File: src/rtl/sqrm_pkg.sv
`timescale 1ns / 1ps
// ----------------------------------------------------------------------------
// sqrm_pkg
// Shared types, codes and constants for the sorted remove-min queue.
// ----------------------------------------------------------------------------
package sqrm_pkg;

    localparam int DEF_QUEUE_DEPTH = 16;

    localparam int SIZE_W = 16;
    localparam int TIME_W = 32;
    localparam int TAG_W  = 16;
    localparam int OCC_W  = 5;
    localparam int STAT_W = 2;

    // request kinds
    localparam logic REQ_INSERT = 1'b0;
    localparam logic REQ_REMOVE = 1'b1;

    // result status codes
    localparam logic [STAT_W-1:0] ST_INSERTED = 2'd0;
    localparam logic [STAT_W-1:0] ST_REMOVED  = 2'd1;
    localparam logic [STAT_W-1:0] ST_EMPTY    = 2'd2;
    localparam logic [STAT_W-1:0] ST_FULL     = 2'd3;

    typedef enum logic [1:0] {
        S_IDLE,
        S_INSERT,
        S_REMOVE
    } ctrl_state_t;

    // controller -> datapath
    typedef struct packed {
        logic load;         // latch request word, prime the scan
        logic insert;       // shift-in the new entry
        logic reject;       // full, drop the insert
        logic empty_reply;  // remove on empty queue
        logic scan_step;    // advance the tie scan by one entry
        logic remove;       // take out best entry and close up the gap
    } sqrm_cmd_t;

    // datapath -> controller
    typedef struct packed {
        logic empty;
        logic full;
        logic scan_more;
    } sqrm_stat_t;

endpackage

File: src/rtl/sorted_queue_remove_min_tiebreak_core.sv
`timescale 1ns / 1ps
// ----------------------------------------------------------------------------
// sorted_queue_remove_min_tiebreak_core
// Bounded size-sorted queue; remove-min breaks size ties on least time.
// ----------------------------------------------------------------------------
// A request word is taken when start is high and busy is low; its single
// result word appears for one cycle with done high and must be captured then,
// as there is no way to hold it. An insert runs through S_INSERT alone. A
// remove runs a tie scan over the k held entries that share the smallest
// size: it reads one entry a cycle through the entry row's single read port
// before the row closes up. A remove on an empty queue replies from S_REMOVE
// without a scan.
// busy is low again in the cycle that shows done, so the next word may be
// issued alongside the result.
// ----------------------------------------------------------------------------
module sorted_queue_remove_min_tiebreak_core
    import sqrm_pkg::*;
#(
    parameter int QUEUE_DEPTH = DEF_QUEUE_DEPTH
)
(
    input  logic              clk,
    input  logic              rst_n,
    input  logic              start,
    output logic              busy,
    input  logic              req_type,
    input  logic [SIZE_W-1:0] item_size,
    input  logic [TIME_W-1:0] item_time,
    input  logic [TAG_W-1:0]  item_tag,
    output logic              done,
    output logic [STAT_W-1:0] status,
    output logic [SIZE_W-1:0] removed_size,
    output logic [TIME_W-1:0] removed_time,
    output logic [TAG_W-1:0]  removed_tag,
    output logic [OCC_W-1:0]  occupancy
);

    sqrm_cmd_t  cmd;
    sqrm_stat_t stat;

    sqrm_ctrl u_ctrl (
        .clk      (clk),
        .rst_n    (rst_n),
        .start    (start),
        .req_type (req_type),
        .stat     (stat),
        .busy     (busy),
        .cmd      (cmd)
    );

    sqrm_datapath #(
        .QUEUE_DEPTH (QUEUE_DEPTH)
    ) u_dp (
        .clk          (clk),
        .rst_n        (rst_n),
        .cmd          (cmd),
        .item_size    (item_size),
        .item_time    (item_time),
        .item_tag     (item_tag),
        .stat         (stat),
        .done         (done),
        .status       (status),
        .removed_size (removed_size),
        .removed_time (removed_time),
        .removed_tag  (removed_tag),
        .occupancy    (occupancy)
    );

endmodule

File: src/rtl/sqrm_ctrl.sv
`timescale 1ns / 1ps
// ----------------------------------------------------------------------------
// sqrm_ctrl
// Request sequencer: accepts a word, runs an insert or a remove scan.
// ----------------------------------------------------------------------------
module sqrm_ctrl
    import sqrm_pkg::*;
(
    input  logic       clk,
    input  logic       rst_n,
    input  logic       start,
    input  logic       req_type,
    input  sqrm_stat_t stat,
    output logic       busy,
    output sqrm_cmd_t  cmd
);

    ctrl_state_t state_reg;
    ctrl_state_t state_next;

    always_ff @(posedge clk or negedge rst_n)
    begin
        if (!rst_n)
        begin
            state_reg <= S_IDLE;
        end
        else
        begin
            state_reg <= state_next;
        end
    end

    always_comb
    begin
        state_next = state_reg;
        unique case (state_reg)
            S_IDLE:
            begin
                if (start)
                begin
                    state_next = (req_type == REQ_REMOVE) ? S_REMOVE : S_INSERT;
                end
            end
            S_INSERT:
            begin
                state_next = S_IDLE;
            end
            S_REMOVE:
            begin
                if (stat.empty || !stat.scan_more)
                begin
                    state_next = S_IDLE;
                end
            end
            default:
            begin
                state_next = S_IDLE;
            end
        endcase
    end

    always_comb
    begin
        cmd  = '0;
        busy = 1'b1;
        unique case (state_reg)
            S_IDLE:
            begin
                busy     = 1'b0;
                cmd.load = start;
            end
            S_INSERT:
            begin
                cmd.insert = !stat.full;
                cmd.reject = stat.full;
            end
            S_REMOVE:
            begin
                cmd.empty_reply = stat.empty;
                cmd.scan_step   = !stat.empty && stat.scan_more;
                cmd.remove      = !stat.empty && !stat.scan_more;
            end
            default:
            begin
                busy = 1'b1;
            end
        endcase
    end

endmodule

File: src/rtl/sqrm_datapath.sv
`timescale 1ns / 1ps
// ----------------------------------------------------------------------------
// sqrm_datapath
// Sorted entry row with parallel shift-in / close-up, tie scan and result
// registers.
// ----------------------------------------------------------------------------
module sqrm_datapath
    import sqrm_pkg::*;
#(
    parameter int QUEUE_DEPTH = DEF_QUEUE_DEPTH
)
(
    input  logic              clk,
    input  logic              rst_n,
    input  sqrm_cmd_t         cmd,
    input  logic [SIZE_W-1:0] item_size,
    input  logic [TIME_W-1:0] item_time,
    input  logic [TAG_W-1:0]  item_tag,
    output sqrm_stat_t        stat,
    output logic              done,
    output logic [STAT_W-1:0] status,
    output logic [SIZE_W-1:0] removed_size,
    output logic [TIME_W-1:0] removed_time,
    output logic [TAG_W-1:0]  removed_tag,
    output logic [OCC_W-1:0]  occupancy
);

    localparam int IDX_W = $clog2(QUEUE_DEPTH);
    localparam int CNT_W = $clog2(QUEUE_DEPTH + 1);

    // entry row, sorted by size, index 0 at the head
    logic [SIZE_W-1:0] size_reg [QUEUE_DEPTH];
    logic [SIZE_W-1:0] size_next[QUEUE_DEPTH];
    logic [TIME_W-1:0] time_reg [QUEUE_DEPTH];
    logic [TIME_W-1:0] time_next[QUEUE_DEPTH];
    logic [TAG_W-1:0]  tag_reg  [QUEUE_DEPTH];
    logic [TAG_W-1:0]  tag_next [QUEUE_DEPTH];

    logic [CNT_W-1:0]  count_reg, count_next;

    logic [SIZE_W-1:0] req_size_reg, req_size_next;
    logic [TIME_W-1:0] req_time_reg, req_time_next;
    logic [TAG_W-1:0]  req_tag_reg,  req_tag_next;

    logic [CNT_W-1:0]  idx_reg, idx_next;
    logic [IDX_W-1:0]  best_idx_reg, best_idx_next;
    logic [TIME_W-1:0] best_time_reg, best_time_next;
    logic [TAG_W-1:0]  best_tag_reg, best_tag_next;

    logic              done_reg, done_next;
    logic [STAT_W-1:0] status_reg, status_next;
    logic [SIZE_W-1:0] rsize_reg, rsize_next;
    logic [TIME_W-1:0] rtime_reg, rtime_next;
    logic [TAG_W-1:0]  rtag_reg, rtag_next;
    logic [OCC_W-1:0]  occ_reg, occ_next;

    logic [QUEUE_DEPTH-1:0] gt;
    logic [IDX_W-1:0]       idx_sel;

    assign idx_sel = idx_reg[IDX_W-1:0];

    // empty slots count as larger, so the first "greater" cell is the insert point
    always_comb
    begin
        for (int i = 0; i < QUEUE_DEPTH; i++)
        begin
            gt[i] = (CNT_W'(i) >= count_reg) || (size_reg[i] > req_size_reg);
        end
    end

    always_comb
    begin
        stat.empty     = (count_reg == '0);
        stat.full      = (count_reg == CNT_W'(QUEUE_DEPTH));
        stat.scan_more = (idx_reg < count_reg) && (size_reg[idx_sel] == size_reg[0]);
    end

    always_comb
    begin
        for (int i = 0; i < QUEUE_DEPTH; i++)
        begin
            size_next[i] = size_reg[i];
            time_next[i] = time_reg[i];
            tag_next[i]  = tag_reg[i];
        end
        count_next     = count_reg;
        req_size_next  = req_size_reg;
        req_time_next  = req_time_reg;
        req_tag_next   = req_tag_reg;
        idx_next       = idx_reg;
        best_idx_next  = best_idx_reg;
        best_time_next = best_time_reg;
        best_tag_next  = best_tag_reg;

        done_next   = 1'b0;
        status_next = status_reg;
        rsize_next  = rsize_reg;
        rtime_next  = rtime_reg;
        rtag_next   = rtag_reg;
        occ_next    = occ_reg;

        if (cmd.load)
        begin
            req_size_next  = item_size;
            req_time_next  = item_time;
            req_tag_next   = item_tag;
            idx_next       = CNT_W'(1);
            best_idx_next  = '0;
            best_time_next = time_reg[0];
            best_tag_next  = tag_reg[0];
        end

        if (cmd.insert)
        begin
            if (gt[0])
            begin
                size_next[0] = req_size_reg;
                time_next[0] = req_time_reg;
                tag_next[0]  = req_tag_reg;
            end
            for (int i = 1; i < QUEUE_DEPTH; i++)
            begin
                if (gt[i-1])
                begin
                    size_next[i] = size_reg[i-1];
                    time_next[i] = time_reg[i-1];
                    tag_next[i]  = tag_reg[i-1];
                end
                else if (gt[i])
                begin
                    size_next[i] = req_size_reg;
                    time_next[i] = req_time_reg;
                    tag_next[i]  = req_tag_reg;
                end
            end
            count_next = count_reg + CNT_W'(1);
        end

        // strict compare keeps the earliest entry among equal times
        if (cmd.scan_step)
        begin
            if (time_reg[idx_sel] < best_time_reg)
            begin
                best_idx_next  = idx_sel;
                best_time_next = time_reg[idx_sel];
                best_tag_next  = tag_reg[idx_sel];
            end
            idx_next = idx_reg + CNT_W'(1);
        end

        if (cmd.remove)
        begin
            for (int i = 0; i < QUEUE_DEPTH - 1; i++)
            begin
                if (IDX_W'(i) >= best_idx_reg)
                begin
                    size_next[i] = size_reg[i+1];
                    time_next[i] = time_reg[i+1];
                    tag_next[i]  = tag_reg[i+1];
                end
            end
            count_next = count_reg - CNT_W'(1);
        end

        if (cmd.insert || cmd.reject || cmd.empty_reply || cmd.remove)
        begin
            done_next  = 1'b1;
            rsize_next = '0;
            rtime_next = '0;
            rtag_next  = '0;
            occ_next   = OCC_W'(count_next);
            if (cmd.insert)
            begin
                status_next = ST_INSERTED;
            end
            else if (cmd.reject)
            begin
                status_next = ST_FULL;
            end
            else if (cmd.empty_reply)
            begin
                status_next = ST_EMPTY;
            end
            else
            begin
                status_next = ST_REMOVED;
                rsize_next  = size_reg[0];
                rtime_next  = best_time_reg;
                rtag_next   = best_tag_reg;
            end
        end
    end

    always_ff @(posedge clk or negedge rst_n)
    begin
        if (!rst_n)
        begin
            count_reg <= '0;
            done_reg  <= 1'b0;
        end
        else
        begin
            count_reg <= count_next;
            done_reg  <= done_next;
        end
    end

    always_ff @(posedge clk)
    begin
        for (int i = 0; i < QUEUE_DEPTH; i++)
        begin
            size_reg[i] <= size_next[i];
            time_reg[i] <= time_next[i];
            tag_reg[i]  <= tag_next[i];
        end
        req_size_reg  <= req_size_next;
        req_time_reg  <= req_time_next;
        req_tag_reg   <= req_tag_next;
        idx_reg       <= idx_next;
        best_idx_reg  <= best_idx_next;
        best_time_reg <= best_time_next;
        best_tag_reg  <= best_tag_next;
        status_reg    <= status_next;
        rsize_reg     <= rsize_next;
        rtime_reg     <= rtime_next;
        rtag_reg      <= rtag_next;
        occ_reg       <= occ_next;
    end

    assign done         = done_reg;
    assign status       = status_reg;
    assign removed_size = rsize_reg;
    assign removed_time = rtime_reg;
    assign removed_tag  = rtag_reg;
    assign occupancy    = occ_reg;

endmodule

File: config.mk
export PLATFORM = sky130hd
export DESIGN_NAME = sorted_queue_remove_min_tiebreak_core
export DESIGN_NICKNAME = d
export VERILOG_FILES = /design/src/rtl/sqrm_pkg.sv /design/src/rtl/sorted_queue_remove_min_tiebreak_core.sv /design/src/rtl/sqrm_ctrl.sv /design/src/rtl/sqrm_datapath.sv
export SDC_FILE = /design/constraint.sdc
export NUM_CORES = 2
export LEC_CHECK = 0
export BUFFER_PORTS_ARGS = -buffer_cell sky130_fd_sc_hd__buf_4
export CORE_MARGIN = 2
export CORE_UTILIZATION = 45
export CTS_CLUSTER_DIAMETER = 150
export DETAILED_ROUTE_END_ITERATION = 8
export PLACE_DENSITY = 0.69
export REMOVE_ABC_BUFFERS = 1
export SLEW_MARGIN = 20
export SYNTH_ARGS = -nofsm -noshare
export SYNTH_HDL_FRONTEND = slang
export SYNTH_SLANG_ARGS = --single-unit
File: constraint.sdc
create_clock -name clk -period 6.48 [get_ports clk]
set_input_delay 0.648 -clock clk [delete_from_list [all_inputs] [get_ports clk]]
set_output_delay 0.648 -clock clk [all_outputs]
set_load 0.05 [all_outputs]
* After elaboration in Yosys (flattened, before gate mapping) *
Memories as Yosys holds them, arrays and structs flattened. A register that Yosys moved wholly into a read port is not among the register bits.
Index checks and enable logic that the tools add are counted.
Widths: inputs -> output; s select.

word-level totals
  RAM bits = 1024
  memories = 3
  bits of input ports = 68
  output and inout bits = 73
  register bits after elaboration = 200

cells by class
  mux-type cells = 171
  $lt $le $gt $ge = 49
  $add $sub $neg = 3
  reductions and logical operators = 31
  equal/unequal tests = 6

memories
  name           depth  width  read ports  clocked after memory_dff  write ports  RTL line             RTL
  u_dp.time_reg  16     32     17          1                         16           sqrm_datapath.sv:34  logic [TIME_W-1:0] time_reg [QUEUE_DEPTH];
  u_dp.size_reg  16     16     17          1                         16           sqrm_datapath.sv:32  logic [SIZE_W-1:0] size_reg [QUEUE_DEPTH];
  u_dp.tag_reg   16     16     17          1                         16           sqrm_datapath.sv:36  logic [TAG_W-1:0] tag_reg [QUEUE_DEPTH];

operators by type and width
  operator             count
  $mux 32              49
  $mux 16              95
  $mux 256             2
  $mux 512             1
  $mux 240             2
  $mux 480             1
  $gt 16x16->1         16
  $ge 4x5->1 const A   8
  $lt 32x32->1         1
  $ge 4x4->1 const A   7
  $mux 4               6
  $ge 3x5->1 const A   4
  $logic_or 1x1->1     20
  $mux 5               4
  $eq 16x16->1         1
  $ge 3x4->1 const A   4
  $mux 2               6
  $add 5x1->5 const B  2
  $ge 1x5->1 const A   2
  $ge 2x5->1 const A   2
  $ge 1x4->1 const A   2
  $ge 2x4->1 const A   2
  $eq 5x5->1 const B   1
  $logic_not 5->1      1
  other kinds (15)     21

* Depth between registers and ports, before layout *
  depth in word-level cells = 8
  mapped depth = 21

* Cells and area by module *
A second synthesis with hierarchy kept.

second synthesis, totals
  cell total of the unflattened synthesis = 8526
  area total of the unflattened synthesis = 76047.9 um^2

by module, submodules not included
  module         area an instance (um^2)  times used  cells each
  sqrm_datapath  75912.8                  1           8514
  sqrm_ctrl      135.1                    1           12

* Worst setup path before layout *
OpenSTA, ideal clock, no wires.

  kind = flip-flop to flip-flop
  start point = register (tool-made name)
  end point = register u_dp.best_time_reg[16]
  period minus slack after synthesis = 5.117 ns
  data arrival time = 4.995 ns
  required time = 6.359 ns
  cell stages (with the launch flop) = 20
  setup slack = 1.363 ns
  cell sequence = dfxtp_1 -> buf_6 -> buf_12 -> buf_8 -> buf_6 -> clkbuf_1 -> buf_1 -> mux4_2 -> mux4_2 -> ha_1 -> a21o_1 -> a21o_1 -> a221oi_1 -> o211ai_1 -> a211oi_1 -> o21ai_1 -> a2111o_1 -> buf_6 -> buf_6 -> mux2_4

RTL lines
  element               RTL line              RTL
  end signal, assigned  sqrm_datapath.sv:221  best_time_reg <= best_time_next;
  end, declared         sqrm_datapath.sv:47   logic [TIME_W-1:0] best_time_reg, best_time_next;

==> metrics.txt <==
Worst Setup Start Kind=flop; TritonCTS clock tree=done; vias in the first global route=69000; Placed Instance Area=77600 um2; First-pass DRT Iterations=9; worst slew pin tran=1.17 ns; Worst-path clk slew=~0.06 ns; estimated wirelength of the detail-placed design=187000 um; ANT nets after route=0; most frequent cell after synthesis=dfxtp_1; final setup vio count=0; Setup CP Type=reg2reg; total wire length=321000 um; max reg flops=512; WP data required=7.18 ns; port bufs=140; initial antenna violation count=15; flip-flop and latch area=about 27000 um2; Synth cell types=78; GPL Wtd Cong=0.978; cell taking the most area after synthesis=dfxtp_1; pre-CTS setup slack=roughly 1 ns; post-CTS setup buffers=0; Post-Syn Area=about 74000 um2; sequential area share after synthesis=0.359; DRT iter0 DRCs=13300; Mapped Avg Cell Area=9.32 um2; detailed-route DRC error count=4; Static Leak=~32 nW; layout cell share with drive strength beyond 1=0.168; CP Data Arrival Time=6.45 ns; I/O Pins=about 140; crit-path max FO=31; slowest CP cell=dfxtp_4; htree depth=4; Yosys warning count=0; Die H=slightly above 400 um; CP Capture Type=flop; Avg WL per Cell=32.0 um; Rows=149; synth cell count leaders=1016 x dfxtp_1, 848 x nand2_1, 653 x clkbuf_1, 601 x o21ai_0, 450 x nor2_1; Setup TNS=0 ns; cts hold-fix bufs=43; run status=finished, violations left; Final Non-Filler Cells=about 10000; Placed Cells=9699; number of enable flip-flop cells after synthesis=204; Hold Slack=0.0185 ns; post-route setup slack=0.727 ns; area of the multi-input gates=roughly 44000 um2; maxcap violations=0; post-CTS sizing=0; post-synth top area share=0.274; ys flop type=dfxtp_1; Final Hold Viols=0; Die ar.=roughly 170000 um2; fillers=14800; first-pass GRT wire length=463000 um; final instance area=about 83000 um2; crit-path most repeated cell=mux4_2; Cell Chain, Critical Path=buf_12, mux4_2, mux4_2, ha_1, nand4_1, nor3_1, a221oi_1, o211ai_1, a211oi_1, o21ai_1, a2111o_2, buf_4, mux2_2; slew margin rel.=0.203; VDD IR max=roughly 0.56 mV; Skew-Pair Late Insertion Delay=just over 0.8 ns; grt total ovfl=0; internal reg-to-reg setup slack=0.73 ns; largest net degree at the start of global routing=176; register bit count reported by yosys=1228; Final Max Tran Viols=0; violated checks=design-rule violations; Worst Skew=0.0492 ns; RSZ-0062 raised after global routing=false; synth-to-layout area growth=11.7%; CTS buffer count=approximately 140; period utilization=0.888; synth top area cells=dfxtp_1 27%, edfxtp_1 8.2%, mux4_2 8.2%, mux2_2 5.2%, ha_1 5.0%; Core Util, Final=0.505; Longest Clk Path Bufs=3; clk root buf=clkbuf_16; fmax=174 MHz; cells after synthesis=7973; Post-synth ARST share=0.00651; chip width=410 um; initial core utilization=0.452; CP max stage delay=0.88 ns; Layout Nets=8065; Hold Path Class=in2reg; total power=47.3 mW; clk sinks=1228; cell area power density=570 nW/um2; CORE AREA=roughly 160000 um2; Via density=between 7 and 8; Final min period=5.75 ns; Global Route Usage Sum=0.365; via count=72700
==> layout by cell type, fill, tap and decap left out, drive strengths merged, types with 195 or more instances in the layout <==
cell    count
nor3      341
o21ai     610
nor2      450
clkbuf    224
edfxtp    204
nand2     848
and3      319
buf       348
inv       273
ha        297
a221oi    262
o22ai     195
dfxtp    1016
mux2      393
mux4      291
==> where the power goes <==
group          internal, mW  total, mW  leakage (nW)  switching [mW]
sequential             11.3       15.7          10.6            4.42
clock                  4.84       8.50          2.37            3.66
combinational          9.03       23.1          19.2            14.0
total                  25.2       47.3          32.2            22.1
==> per-layer routing <==
metal / vias up / global-route usage / routed length [um]
li1: 29700 / - / -
met1: 34700 / 0.467 / 116000
met2: 6715 / 0.528 / 132000
met3: 1599 / 0.122 / 49800
met4: 8 / 0.229 / 22800
met5: - / 0 / 57
==> logic make-up after synthesis <==
logic type | share of synthesized area
fa+ha+maj | 0.0500
buf+inv | 0.0582
compound gates | 0.216
simple gates | 0.140
mux | 0.174
flops | 0.359
xor+xnor | 0.00283
==> area by class of cell <==
cell class	count	share of cell area
well taps	2189	0.0330
multi-input cells	5673	0.529
clock inverters	43	0.00672
flip-flops and latches	1228	0.321
repair buffers	391	0.0455
clock buffers	224	0.0517
diodes	7	0.000211
inverters	263	0.0120
==> worst max-delay path: cells and delay by family, from the launching register on <==
| family | cells | cell delay (ns) |
|---|---|---|
| buffers and inverters | 2 | 1.00 |
| multiplexers | 3 | 1.48 |
| AND/OR/NAND/NOR | 2 | 0.89 |
| AO/OA/AOI/OAI | 5 | 0.97 |
| adder cells (fa/ha/maj) | 1 | 0.35 |
| flip-flops | 1 | 0.88 |
==> worst paths after layout <==
path / startpoint / endpoint / cells after the start
min: item_size[8] / u_dp.req_size_reg[8] / 1
max: flop / u_dp.best_idx_reg[3] / 13
min reg2reg: u_dp.time_reg[12][28] / u_dp.time_reg[11][28] / 2
max reg2reg: flop / u_dp.best_idx_reg[3] / 13
max in group asynchronous: rst_n / u_ctrl.state_reg[0] / 2
min in group asynchronous: rst_n / u_ctrl.state_reg[1] / 2
(Power assumes the default switching activity.)
